$ cat config.mk
export PLATFORM = sky130hd
export DESIGN_NAME = binary_log_by_squaring
export DESIGN_NICKNAME = d
export VERILOG_FILES = /design/src/lbs_pkg.sv /design/src/lbs_norm.sv /design/src/lbs_mul.sv /design/src/binary_log_by_squaring.sv
export SDC_FILE = /design/constraint.sdc
export NUM_CORES = 2
export LEC_CHECK = 0
export BUFFER_PORTS_ARGS = -buffer_cell sky130_fd_sc_hd__buf_2
export CAP_MARGIN = 20
export CORE_UTILIZATION = 44
export CTS_BUF_LIST = sky130_fd_sc_hd__clkbuf_4
export DETAILED_ROUTE_END_ITERATION = 12
export PLACE_DENSITY = 0.57
export SYNTH_ARGS = -nofsm -noshare
export SYNTH_HDL_FRONTEND = slang
export SYNTH_SLANG_ARGS = --single-unit
export TNS_END_PERCENT = 20
$ cat constraint.sdc
create_clock -name clock -period 11.7 [get_ports clock]
set_clock_uncertainty 0.05 [all_clocks]
set_input_delay 2.34 -clock clock [delete_from_list [all_inputs] [get_ports clock]]
set_output_delay 2.34 -clock clock [all_outputs]
set_load 0.01 [all_outputs]
$ cat src/lbs_pkg.sv
`default_nettype none
package lbs_pkg;

   // Fixed-point formats
   localparam int INPUT_FRAC_BITS    = 16;
   localparam int RESULT_FRAC_BITS   = 16;
   localparam int MANTISSA_FRAC_BITS = 30;

   localparam int X_W      = 32;                      // operand width
   localparam int RES_W    = 21;                      // result width
   localparam int MANT_W   = MANTISSA_FRAC_BITS + 1;  // mantissa in [1,2)
   localparam int SQ_W     = MANTISSA_FRAC_BITS + 2;  // truncated square in [1,4)
   localparam int SHIFT_W  = $clog2(X_W);             // normalise shift amount
   localparam int IPART_W  = RES_W - RESULT_FRAC_BITS;
   localparam int CNT_W    = $clog2(RESULT_FRAC_BITS);
   localparam int NORM_STEPS = SHIFT_W;
   localparam int MUL_W    = 32;
   localparam int PROD_W   = 2 * MUL_W;
   localparam int SCALE_W  = RES_W + 32;              // |l2| times a Q0.32 constant
   localparam int CONST_FRAC = 32;

   // log_base codes
   localparam logic [1:0] BASE_LOG2  = 2'd0;
   localparam logic [1:0] BASE_LN    = 2'd1;
   localparam logic [1:0] BASE_LOG10 = 2'd2;

   // Q0.32 scale constants, rounded to nearest
   localparam logic [31:0] LN2_Q32     = 32'hB172_17F8;
   localparam logic [31:0] LOG10_2_Q32 = 32'h4D10_4D42;

   // One binary-search step of the leading-one normaliser
   typedef struct packed {
      logic [SHIFT_W-1:0] amount;  // shift applied this step
      logic [X_W-1:0]     word;
   } norm_step_type;

endpackage
`default_nettype wire

$ cat src/lbs_norm.sv
`default_nettype none
module lbs_norm (
   input  wire logic [lbs_pkg::X_W-1:0]   word_in,
   input  wire logic [lbs_pkg::CNT_W-1:0] step,
   output lbs_pkg::norm_step_type         result
);
   import lbs_pkg::*;

   logic [SHIFT_W-1:0] span;
   logic               top_zero;

   // step 0 tests 16 bits, then 8, 4, 2, 1
   always_comb begin
      case (step)
         CNT_W'(0): span = SHIFT_W'(16);
         CNT_W'(1): span = SHIFT_W'(8);
         CNT_W'(2): span = SHIFT_W'(4);
         CNT_W'(3): span = SHIFT_W'(2);
         default:   span = SHIFT_W'(1);
      endcase
   end

   assign top_zero = ((word_in >> (X_W - int'(span))) == '0);

   always_comb begin
      result.amount = top_zero ? span : '0;
      result.word   = top_zero ? (word_in << span) : word_in;
   end

endmodule
`default_nettype wire

$ cat src/lbs_mul.sv
`default_nettype none
module lbs_mul (
   input  wire logic [lbs_pkg::MUL_W-1:0]  op_a,
   input  wire logic [lbs_pkg::MUL_W-1:0]  op_b,
   output      logic [lbs_pkg::PROD_W-1:0] product
);
   import lbs_pkg::*;

   // shared unsigned multiplier: mantissa squaring and final base scaling
   assign product = PROD_W'(op_a) * PROD_W'(op_b);

endmodule
`default_nettype wire

$ cat src/binary_log_by_squaring.sv
`default_nettype none
// Channel   | Ports                                   | Handshake
// ----------+-----------------------------------------+-------------------------------
// request   | req_x_value (32, Q16.16 unsigned)       | taken when start & !busy
// response  | rsp_log_result (21, Q5.16 signed),      | rsp_valid for one cycle,
//           | rsp_invalid                             | receiver cannot stall
// config    | csr_write_enable, csr_write_data (2)    | written on any enabled edge
//
// One item at a time through a single shared 32x32 multiplier. A non-zero
// operand goes through 5 leading-one search steps, 16 mantissa squarings
// (one multiply each) and base scaling: S_SCALE alone for log2, S_SCALE and
// S_FIN for ln/log10. A zero operand gives its strobe on the next cycle. busy
// is high while a non-zero item is in flight. Synchronous reset clears control
// state and sets the base to log2.
module binary_log_by_squaring (
   input  wire logic                          clock,
   input  wire logic                          reset,
   input  wire logic                          start,
   output      logic                          busy,
   input  wire logic [lbs_pkg::X_W-1:0]       req_x_value,
   output      logic                          rsp_valid,
   output      logic signed [lbs_pkg::RES_W-1:0] rsp_log_result,
   output      logic                          rsp_invalid,
   input  wire logic                          csr_write_enable,
   input  wire logic [1:0]                    csr_write_data
);
   import lbs_pkg::*;

   localparam logic [2:0] S_IDLE  = 3'd0;
   localparam logic [2:0] S_NORM  = 3'd1;
   localparam logic [2:0] S_SQR   = 3'd2;
   localparam logic [2:0] S_SCALE = 3'd3;
   localparam logic [2:0] S_FIN   = 3'd4;

   logic [2:0]          state_ff,  state_in;
   logic [CNT_W-1:0]    cnt_ff,    cnt_in;
   logic [X_W-1:0]      x_ff,      x_in;
   logic [SHIFT_W-1:0]  shift_ff,  shift_in;
   logic [MANT_W-1:0]   m_ff,      m_in;
   logic [RESULT_FRAC_BITS-1:0] frac_ff, frac_in;
   logic [SCALE_W-1:0]  prod_ff,   prod_in;
   logic                neg_ff,    neg_in;
   logic [1:0]          base_ff;

   logic                   valid_ff,   valid_in;
   logic [RES_W-1:0]       result_ff,  result_in;
   logic                   invalid_ff, invalid_in;

   norm_step_type       norm;
   logic [MUL_W-1:0]    op_a, op_b;
   logic [PROD_W-1:0]   product;

   logic [SQ_W-1:0]     sq;
   logic                sq_big;
   logic [IPART_W-1:0]  ipart;
   logic [RES_W-1:0]    l2;
   logic [RES_W-1:0]    l2_mag;
   logic [31:0]         scale_k;
   logic [SCALE_W:0]    round_sum;
   logic [RES_W-1:0]    scaled;

   lbs_norm u_norm (
      .word_in (x_ff),
      .step    (cnt_ff),
      .result  (norm)
   );

   lbs_mul u_mul (
      .op_a    (op_a),
      .op_b    (op_b),
      .product (product)
   );

   // square of the mantissa, truncated to MANTISSA_FRAC_BITS fraction bits
   assign sq     = product[MANTISSA_FRAC_BITS +: SQ_W];
   assign sq_big = sq[SQ_W-1];

   // integer part = leading-one position minus input fraction bits;
   // for Q16.16 it spans -16..15 and l2 always fits 21 bits
   assign ipart  = IPART_W'(X_W - 1 - INPUT_FRAC_BITS) - IPART_W'(shift_ff);
   assign l2     = {ipart, frac_ff};
   assign l2_mag = l2[RES_W-1] ? (-l2) : l2;

   always_comb begin
      case (base_ff)
         BASE_LN: scale_k = LN2_Q32;
         default: scale_k = LOG10_2_Q32;
      endcase
   end

   // multiplier operand select: squaring, else scaling
   always_comb begin
      if (state_ff == S_SQR) begin
         op_a = MUL_W'(m_ff);
         op_b = MUL_W'(m_ff);
      end else begin
         op_a = MUL_W'(l2_mag);
         op_b = scale_k;
      end
   end

   // floor of the signed product: negative values round the magnitude up
   assign round_sum = (SCALE_W + 1)'(prod_ff) + (SCALE_W + 1)'({CONST_FRAC{1'b1}});
   assign scaled    = neg_ff ? (-round_sum[CONST_FRAC +: RES_W])
                             : prod_ff[CONST_FRAC +: RES_W];

   always_comb begin
      state_in   = state_ff;
      cnt_in     = cnt_ff;
      x_in       = x_ff;
      shift_in   = shift_ff;
      m_in       = m_ff;
      frac_in    = frac_ff;
      prod_in    = prod_ff;
      neg_in     = neg_ff;
      valid_in   = 1'b0;
      result_in  = result_ff;
      invalid_in = invalid_ff;

      case (state_ff)
         S_IDLE: begin
            if (start) begin
               if (req_x_value == '0) begin
                  valid_in   = 1'b1;
                  result_in  = '0;
                  invalid_in = 1'b1;
               end else begin
                  x_in     = req_x_value;
                  shift_in = '0;
                  cnt_in   = '0;
                  state_in = S_NORM;
               end
            end
         end
         S_NORM: begin
            x_in     = norm.word;
            shift_in = shift_ff + norm.amount;
            cnt_in   = cnt_ff + CNT_W'(1);
            if (cnt_ff == CNT_W'(NORM_STEPS - 1)) begin
               // leading one now at the top; keep MANT_W bits, drop the rest
               m_in     = norm.word[X_W-1 -: MANT_W];
               cnt_in   = '0;
               state_in = S_SQR;
            end
         end
         S_SQR: begin
            m_in    = sq_big ? sq[SQ_W-1:1] : sq[MANT_W-1:0];
            frac_in = {frac_ff[RESULT_FRAC_BITS-2:0], sq_big};
            cnt_in  = cnt_ff + CNT_W'(1);
            if (cnt_ff == CNT_W'(RESULT_FRAC_BITS - 1)) begin
               state_in = S_SCALE;
            end
         end
         S_SCALE: begin
            if (base_ff inside {BASE_LN, BASE_LOG10}) begin
               prod_in  = product[SCALE_W-1:0];
               neg_in   = l2[RES_W-1];
               state_in = S_FIN;
            end else begin
               // log2, and the unused code, go out unscaled
               valid_in   = 1'b1;
               result_in  = l2;
               invalid_in = 1'b0;
               state_in   = S_IDLE;
            end
         end
         S_FIN: begin
            valid_in   = 1'b1;
            result_in  = scaled;
            invalid_in = 1'b0;
            state_in   = S_IDLE;
         end
         default: begin
            state_in = S_IDLE;
         end
      endcase
   end

   always_ff @(posedge clock) begin
      if (reset) begin
         state_ff <= S_IDLE;
         cnt_ff   <= '0;
         valid_ff <= 1'b0;
         base_ff  <= BASE_LOG2;
      end else begin
         state_ff <= state_in;
         cnt_ff   <= cnt_in;
         valid_ff <= valid_in;
         if (csr_write_enable) begin
            base_ff <= csr_write_data;
         end
      end
   end

   always_ff @(posedge clock) begin
      x_ff       <= x_in;
      shift_ff   <= shift_in;
      m_ff       <= m_in;
      frac_ff    <= frac_in;
      prod_ff    <= prod_in;
      neg_ff     <= neg_in;
      result_ff  <= result_in;
      invalid_ff <= invalid_in;
   end

   assign busy           = (state_ff != S_IDLE);
   assign rsp_valid      = valid_ff;
   assign rsp_log_result = signed'(result_ff);
   assign rsp_invalid    = invalid_ff;

   // a result only ever leaves with the sequencer back at rest
   a_strobe_idle: assert property (@(posedge clock) disable iff (reset)
      rsp_valid |-> !busy)
      else $error("result strobe while busy");

   // invalid items carry a zero result
   a_invalid_zero: assert property (@(posedge clock) disable iff (reset)
      (rsp_valid && rsp_invalid) |-> (rsp_log_result == '0))
      else $error("invalid item with non-zero result");

   // the mantissa stays normalised in [1,2) through every squaring
   a_mant_norm: assert property (@(posedge clock) disable iff (reset)
      (state_ff == S_SQR) |-> m_ff[MANT_W-1])
      else $error("mantissa lost its leading one");

   // an item only starts its work after an accepted start
   a_busy_start: assert property (@(posedge clock) disable iff (reset)
      $rose(busy) |-> $past(start))
      else $error("busy without a start");

endmodule
`default_nettype wire

### Word level (Yosys, flattened, before mapping)

Index checks and enable logic that the tools add are counted.

* $add $sub $neg: 7
* multiply operators: 1
* equal/unequal tests: 18
* shift-type cells: 2
* multiplexer cells: 39
* reductions and logical operators: 17

Operators by type and width (count)
* $mux W32: 5
* $mux W21: 5
* $mux W31: 3
* $logic_not A32 Y1: 2
* $pmux W32 S2: 1
* $pmux W21 S3: 1
* $mul A31 B32 Y62: 1
* $pmux W31 S2: 1
* $add A53 B32 Y53 const B: 1
* $neg A21 Y21: 2
* $shl A32 B5 Y32: 1
* $shr A32 B32 Y32: 1
* $pmux W5 S4: 1
* $mux W3: 5
* $mux W5: 3
* $mux W4: 3
* $pmux W3 S4: 1
* $pmux W4 S3: 1
* $reduce_and A4 Y1: 3
* $ne A2 B2 Y1 const B: 5
* $pmux W5 S2: 1
* $reduce_bool A3 Y1: 3
* $eq A4 B2 Y1 const B: 2
* $sub A6 B5 Y7 const A: 1
* other kinds (19): 31

* bits in registers: 170
* word-level logic and storage cells: 97

### Logic depth before layout (Yosys ltp)

* depth after elaboration: 8
* mapped depth: 40
* gate-level depth less buffers: 35

### By module

From an unflattened synthesis, not the netlist that was laid out.

* cells, all modules: 4712
* area total of the unflattened synthesis: 43340.3 um2

Modules (own cells, without submodules)
* lbs_mul: times used 1, cells an instance 3687, area each 33340.7 um2, seq. area each 0.0 um2
* binary_log_by_squaring: times used 1, cells an instance 791, area each 8468.1 um2, seq. area each 5004.8 um2
* lbs_norm: times used 1, cells an instance 234, area each 1531.5 um2, seq. area each 0.0 um2

### Worst setup path after synthesis

Ideal clock, no wire load.

* kind: reg-to-reg
* start: register frac_ff[4]
* end: register m_ff[22] (data pin)
* arrival time: 9.663 ns
* data required time: 11.390 ns
* path slack: 1.727 ns
* stages on the path, launching flop included: 33
* path through: edfxtp_1 -> or4_1 -> or3_1 -> or3_1 -> o31ai_1 -> xnor2_1 -> o21ai_1 -> clkbuf_1 -> nand2_1 -> fa_1 -> fa_1 -> inv_1 -> fa_1 -> inv_1 -> fa_1 -> inv_1 -> fa_1 -> fa_1 -> fa_1 -> fa_1 -> ha_1 -> buf_4 -> a21o_1 -> a21boi_0 -> a21o_1 -> a211o_1 -> a41o_1 -> a2111o_1 -> nor2_2 -> inv_2 -> buf_6 -> mux2_1 -> mux2_2

* cells in the longest elaborated chain, start to end: 6

RTL lines
* start: declaration: line binary_log_by_squaring.sv:40 `logic [RESULT_FRAC_BITS-1:0] frac_ff, frac_in;`
* start signal: assignment: line binary_log_by_squaring.sv:199 `frac_ff <= frac_in;`
* $neg A21 Y21: line binary_log_by_squaring.sv:82 `assign l2_mag = l2[RES_W-1] ? (-l2) : l2;`
* $mux W21 *: line binary_log_by_squaring.sv:82
* $mux W31 *: line binary_log_by_squaring.sv:93 `if (state_ff == S_SQR) begin`
* $mul A31 B32 Y62 *: line lbs_mul.sv:10 `assign product = PROD_W'(op_a) * PROD_W'(op_b);`
* $mux W31 *: line binary_log_by_squaring.sv:147 `m_in = sq_big ? sq[SQ_W-1:1] : sq[MANT_W-1:0];`
* $pmux W31 S2 *: line binary_log_by_squaring.sv:120 `case (state_ff)`
* named net m_in[22]: line binary_log_by_squaring.sv:39 `logic [MANT_W-1:0] m_ff, m_in;`
* end signal: assignment: line binary_log_by_squaring.sv:198 `m_ff <= m_in;`
* end: declaration: line binary_log_by_squaring.sv:39

Mark *: on every way through the listed nets, which the timed path passes. The rest lies on a longest branch.
A chain may end at the register's enable or synchronous reset.

### Worst setup path in the final report

Same ends and word-level chain as after synthesis.

==> run summary <==
In the detailed route, the total length drawn on met2 is 73240 um. For this run, the slowest stage of the critical path takes 600 ps. Of the post-synthesis cell area, the part taken by muxes is 2.133%. For this configuration, the core starts out at a cell density of 44.39%. The run gives 235100 um as the wire length of the first global-routing pass. In this run the worst path has a maximum fanout of 20. Cell at the root of the clock tree: sky130_fd_sc_hd__clkbuf_4. The worst path needs 11310 ps of the cycle, external delays included.

The run finished with clean final reports. Input and output buffers added on the ports amount to 61. The tools report the element type at the critical path end as a flip-flop. Of the post-synthesis cell area, the dominant cell type holds 40.34%. The library cell appearing most often on the critical path was sky130_fd_sc_hd__fa_1. The worst register-to-register path ends at m_ff[22].

In this run the tightest slew margin relative to its limit is 23.98%. The most used flip-flop cell after synthesis was sky130_fd_sc_hd__edfxtp_1. The synthesized design spends more area on one cell type than any other, namely sky130_fd_sc_hd__fa_1. The post-route clock period utilization came out at 96.70%. The final-report max-slew violation count is 0, and the core box area is 96710 um^2. Post-synthesis async set-or-reset flop share: 0%. The tools report the critical path data arrival time as 11630 ps.

After synthesis, the largest family of logic cells by area is adder cells. For the worst flop-to-flop path, the logic depth is 31. The worst-skew pair later-pin latency is 650 ps. The fraction of layout instances using a drive strength above 1 is 6.024%. Number of global-route vias before repair: 36320. The tools report the launch point of the worst hold path as base_ff[1]. Fmax: 88.38 MHz. The startpoint-to-endpoint class of the critical path is reg2reg. The count of hold buffers inserted by post-cts repair was 0; the cell area after synthesis was 42930 um^2. Setup violations remaining at the end of the flow were counted as 0.

The tightest min-delay check is of the reg2reg type. The logs give 4860 for the gate count after technology mapping and 9 for the initial antenna violation count. For the pin with the worst max-slew slack, the measured transition is 1133 ps. The category of the worst setup path launch point was a flip-flop. The HPWL after detailed placement is 125800 um. By area the synthesized netlist is led by sky130_fd_sc_hd__fa_1 (40%), sky130_fd_sc_hd__edfxtp_1 (11%), sky130_fd_sc_hd__inv_1 (8.7%). The number of standard-cell rows in the floorplan came out at 114. In this run the count of I/O pins placed on the die edge is 62. The hold violation total from the final report is 0. The clock drives 170 sinks. The TritonCTS buffer count was 17; the number of DRC violations after detailed-routing iteration 0 was 3625. The routed layout has 35410 vias. The met3 wire length was 13240 um; the average routed wire per standard cell was 25.70 um. The share of the core filled with cells is 46.78%, and the setup TNS is 0 ps. After synthesis, the mean cell area works out to 8.833 um^2. After global routing the overflow that remains totals 0. The endpoint required time on the critical path was 12020 ps. Per-cell via count in the routed design: 5.782. On the critical path, the stage with the largest delay is an instance of sky130_fd_sc_hd__or4_1.

The net count of the finished layout is 5999. Of the total synthesized cell area, the portion taken by full adders, half adders and majority gates is 48.00%. Synthesis inferred 170 register bits.

The number of buffer and inverter stages on the critical path works out to 6. Setup repair after global routing left no endpoint under its margin. Yosys mapped a number of flops with a built-in enable equal to 160.

Across the run, the number of max-cap violations was 0. The H-tree was split into 4 levels. The run gives 32.50% as the global-route usage over all layers. The number of antenna-violating nets in the routed design came out at 0. Share of synthesized cell area in and, or, nand and nor gates: 16.22%. The tools report the worst reg-to-reg setup slack as 390 ps. The reg-to-reg startpoint is frac_ff[4]. Counting along the longest clock path gives a buffer depth of 2.

Of the total synthesized cell area, the portion taken by XOR and XNOR cells is 1.897%. The die is 314.4 um tall. The highest routed metal layer is met4. For hold timing, the worst endpoint is base_ff[1].

The layout has 9609 filler cells. For the sum of routed wire length over all layers, the log shows 157400 um. For the wire length the detailed router placed on met1, the log shows 63280 um. The detailed-router iteration count before antenna repair came out at 6. The area growth from synthesis to layout is 5.380%. TritonCTS built the clock tree.

The worst hold path was traced through 2 stages. The floorplan die width was 314.4 um; the number of distinct library cell variants in the gate-level netlist after synthesis was 94. The clock-pin slew reported for the worst setup and hold paths after clock tree synthesis was 160 ps. The tightest hold path in the finished design has a slack of 468.1 ps. The run gives 98820 um^2 as the die footprint. The synthesized netlist devotes 9.029% of its cell area to compound gates. The family of cells with the greatest summed delay on the critical path was adder cells. Sequential cells were found to cover 11.66% of the synthesized design area. The largest net degree at the start of global routing is 55, and the number of DRC violations after detailed routing is 0. The number of warning messages in the yosys log came out at 0. The run gives 1.004 as the global placement routability congestion.
-- area by class of cell --
class / count / area (um^2) / area share (%)
antenna: 2 / 5.005 / 0.01106
clock buffer: 17 / 127.6 / 0.2821
clock inverter: 15 / 162.7 / 0.3595
inverter: 993 / 3729 / 8.242
multi-input combinational: 3453 / 33270 / 73.53
sequential: 170 / 5005 / 11.06
tap: 1276 / 1597 / 3.529
timing repair buffer: 199 / 1349 / 2.981
-- Yosys cell counts (48+ instances only) --
| cell | count |
|---|---|
| sky130_fd_sc_hd__inv_1 | 990 |
| sky130_fd_sc_hd__edfxtp_1 | 160 |
| sky130_fd_sc_hd__nor2_1 | 347 |
| sky130_fd_sc_hd__a21oi_1 | 127 |
| sky130_fd_sc_hd__clkbuf_1 | 217 |
| sky130_fd_sc_hd__o21ai_0 | 153 |
| sky130_fd_sc_hd__nand2_1 | 713 |
| sky130_fd_sc_hd__ha_1 | 262 |
| sky130_fd_sc_hd__fa_1 | 865 |
| sky130_fd_sc_hd__and2_1 | 211 |
| sky130_fd_sc_hd__mux2i_1 | 63 |
| sky130_fd_sc_hd__nand3_1 | 48 |
| sky130_fd_sc_hd__xor2_1 | 58 |
-- per-stage QoR --
step	area [um^2]	worst slack (ps)	cells
after floorplan	42960	1727	4868
after global placement	44920	478.3	6089
after detailed placement	44920	463.7	6090
after CTS	45210	393.9	6122
after global routing	45230	45.13	6123
final	45240	385.6	6125
-- cells by family after synthesis --
family	count (synthesis)
DFF	170
and+or+nand+nor	1545
AOI/OAI and AO/OA	590
muxes	87
other	2
xor gates and xnor gates	93
buffers and inverters	1245
adders and majority gates	1128
-- routing by layer --
layer / up-vias / GRT usage, %
met5: - / 0
met4: 0 / 13.20
met3: 385 / 5.152
met2: 1728 / 52.50
met1: 18220 / 43.65
li1: 15080 / -
-- worst register-to-register path, delay by kind of cell (launching register included) --
family	cells	cell delay, ps
compound gates	6	2100
xor+xnor	1	280
fa+ha+maj	9	4440
buf+inv	6	630
flops	1	530
mux	2	640
simple gates	7	2450
-- how the worst max path moves through the flow --
stage / start / to / slack [ps] / depth (start not counted)
2_1_floorplan: frac_ff[4] / m_ff[22] / 1730 / 32
3_3_place_gp: frac_ff[4] / m_ff[20] / 480 / 28
3_5_place_dp: frac_ff[4] / m_ff[20] / 460 / 31
4_1_cts: frac_ff[4] / m_ff[22] / 390 / 31
5_1_grt: frac_ff[5] / m_ff[22] / 50 / 31
6_report: frac_ff[4] / m_ff[22] / 390 / 31
-- sequential cells by signal, indices dropped and copies added, names as in the netlist, 2 cells and up --
signal,flops
frac_ff,16
base_ff,2
prod_ff,53
rsp_log_result,21
m_ff,31
shift_ff,5
state_ff,3
cnt_ff,4
x_ff,32
-- cell usage in the layout (no fill, tap or decap), drive strengths merged, types with 35 or more instances in the layout --
cell type	synthesis	layout
o21ai	163	163
fa	865	865
and2	211	211
nor2	349	349
nand3	48	48
nor3	38	38
xor2	58	58
inv	991	997
edfxtp	160	160
a21oi	127	127
buf	35	199
nand2	713	713
and3	36	36
ha	262	262
a21o	35	35
xnor2	35	35
mux2i	63	63
-- what timing repair did --
item	in CTS	in global routing
hold endpoints to repair	0	0
endpoints found under the setup margin	0	5
gates resized for setup	0	2
buffers inserted	0	0
Power is not shown: default switching activity piles up to over one toggle a cycle in this logic, so the estimate is an artifact.
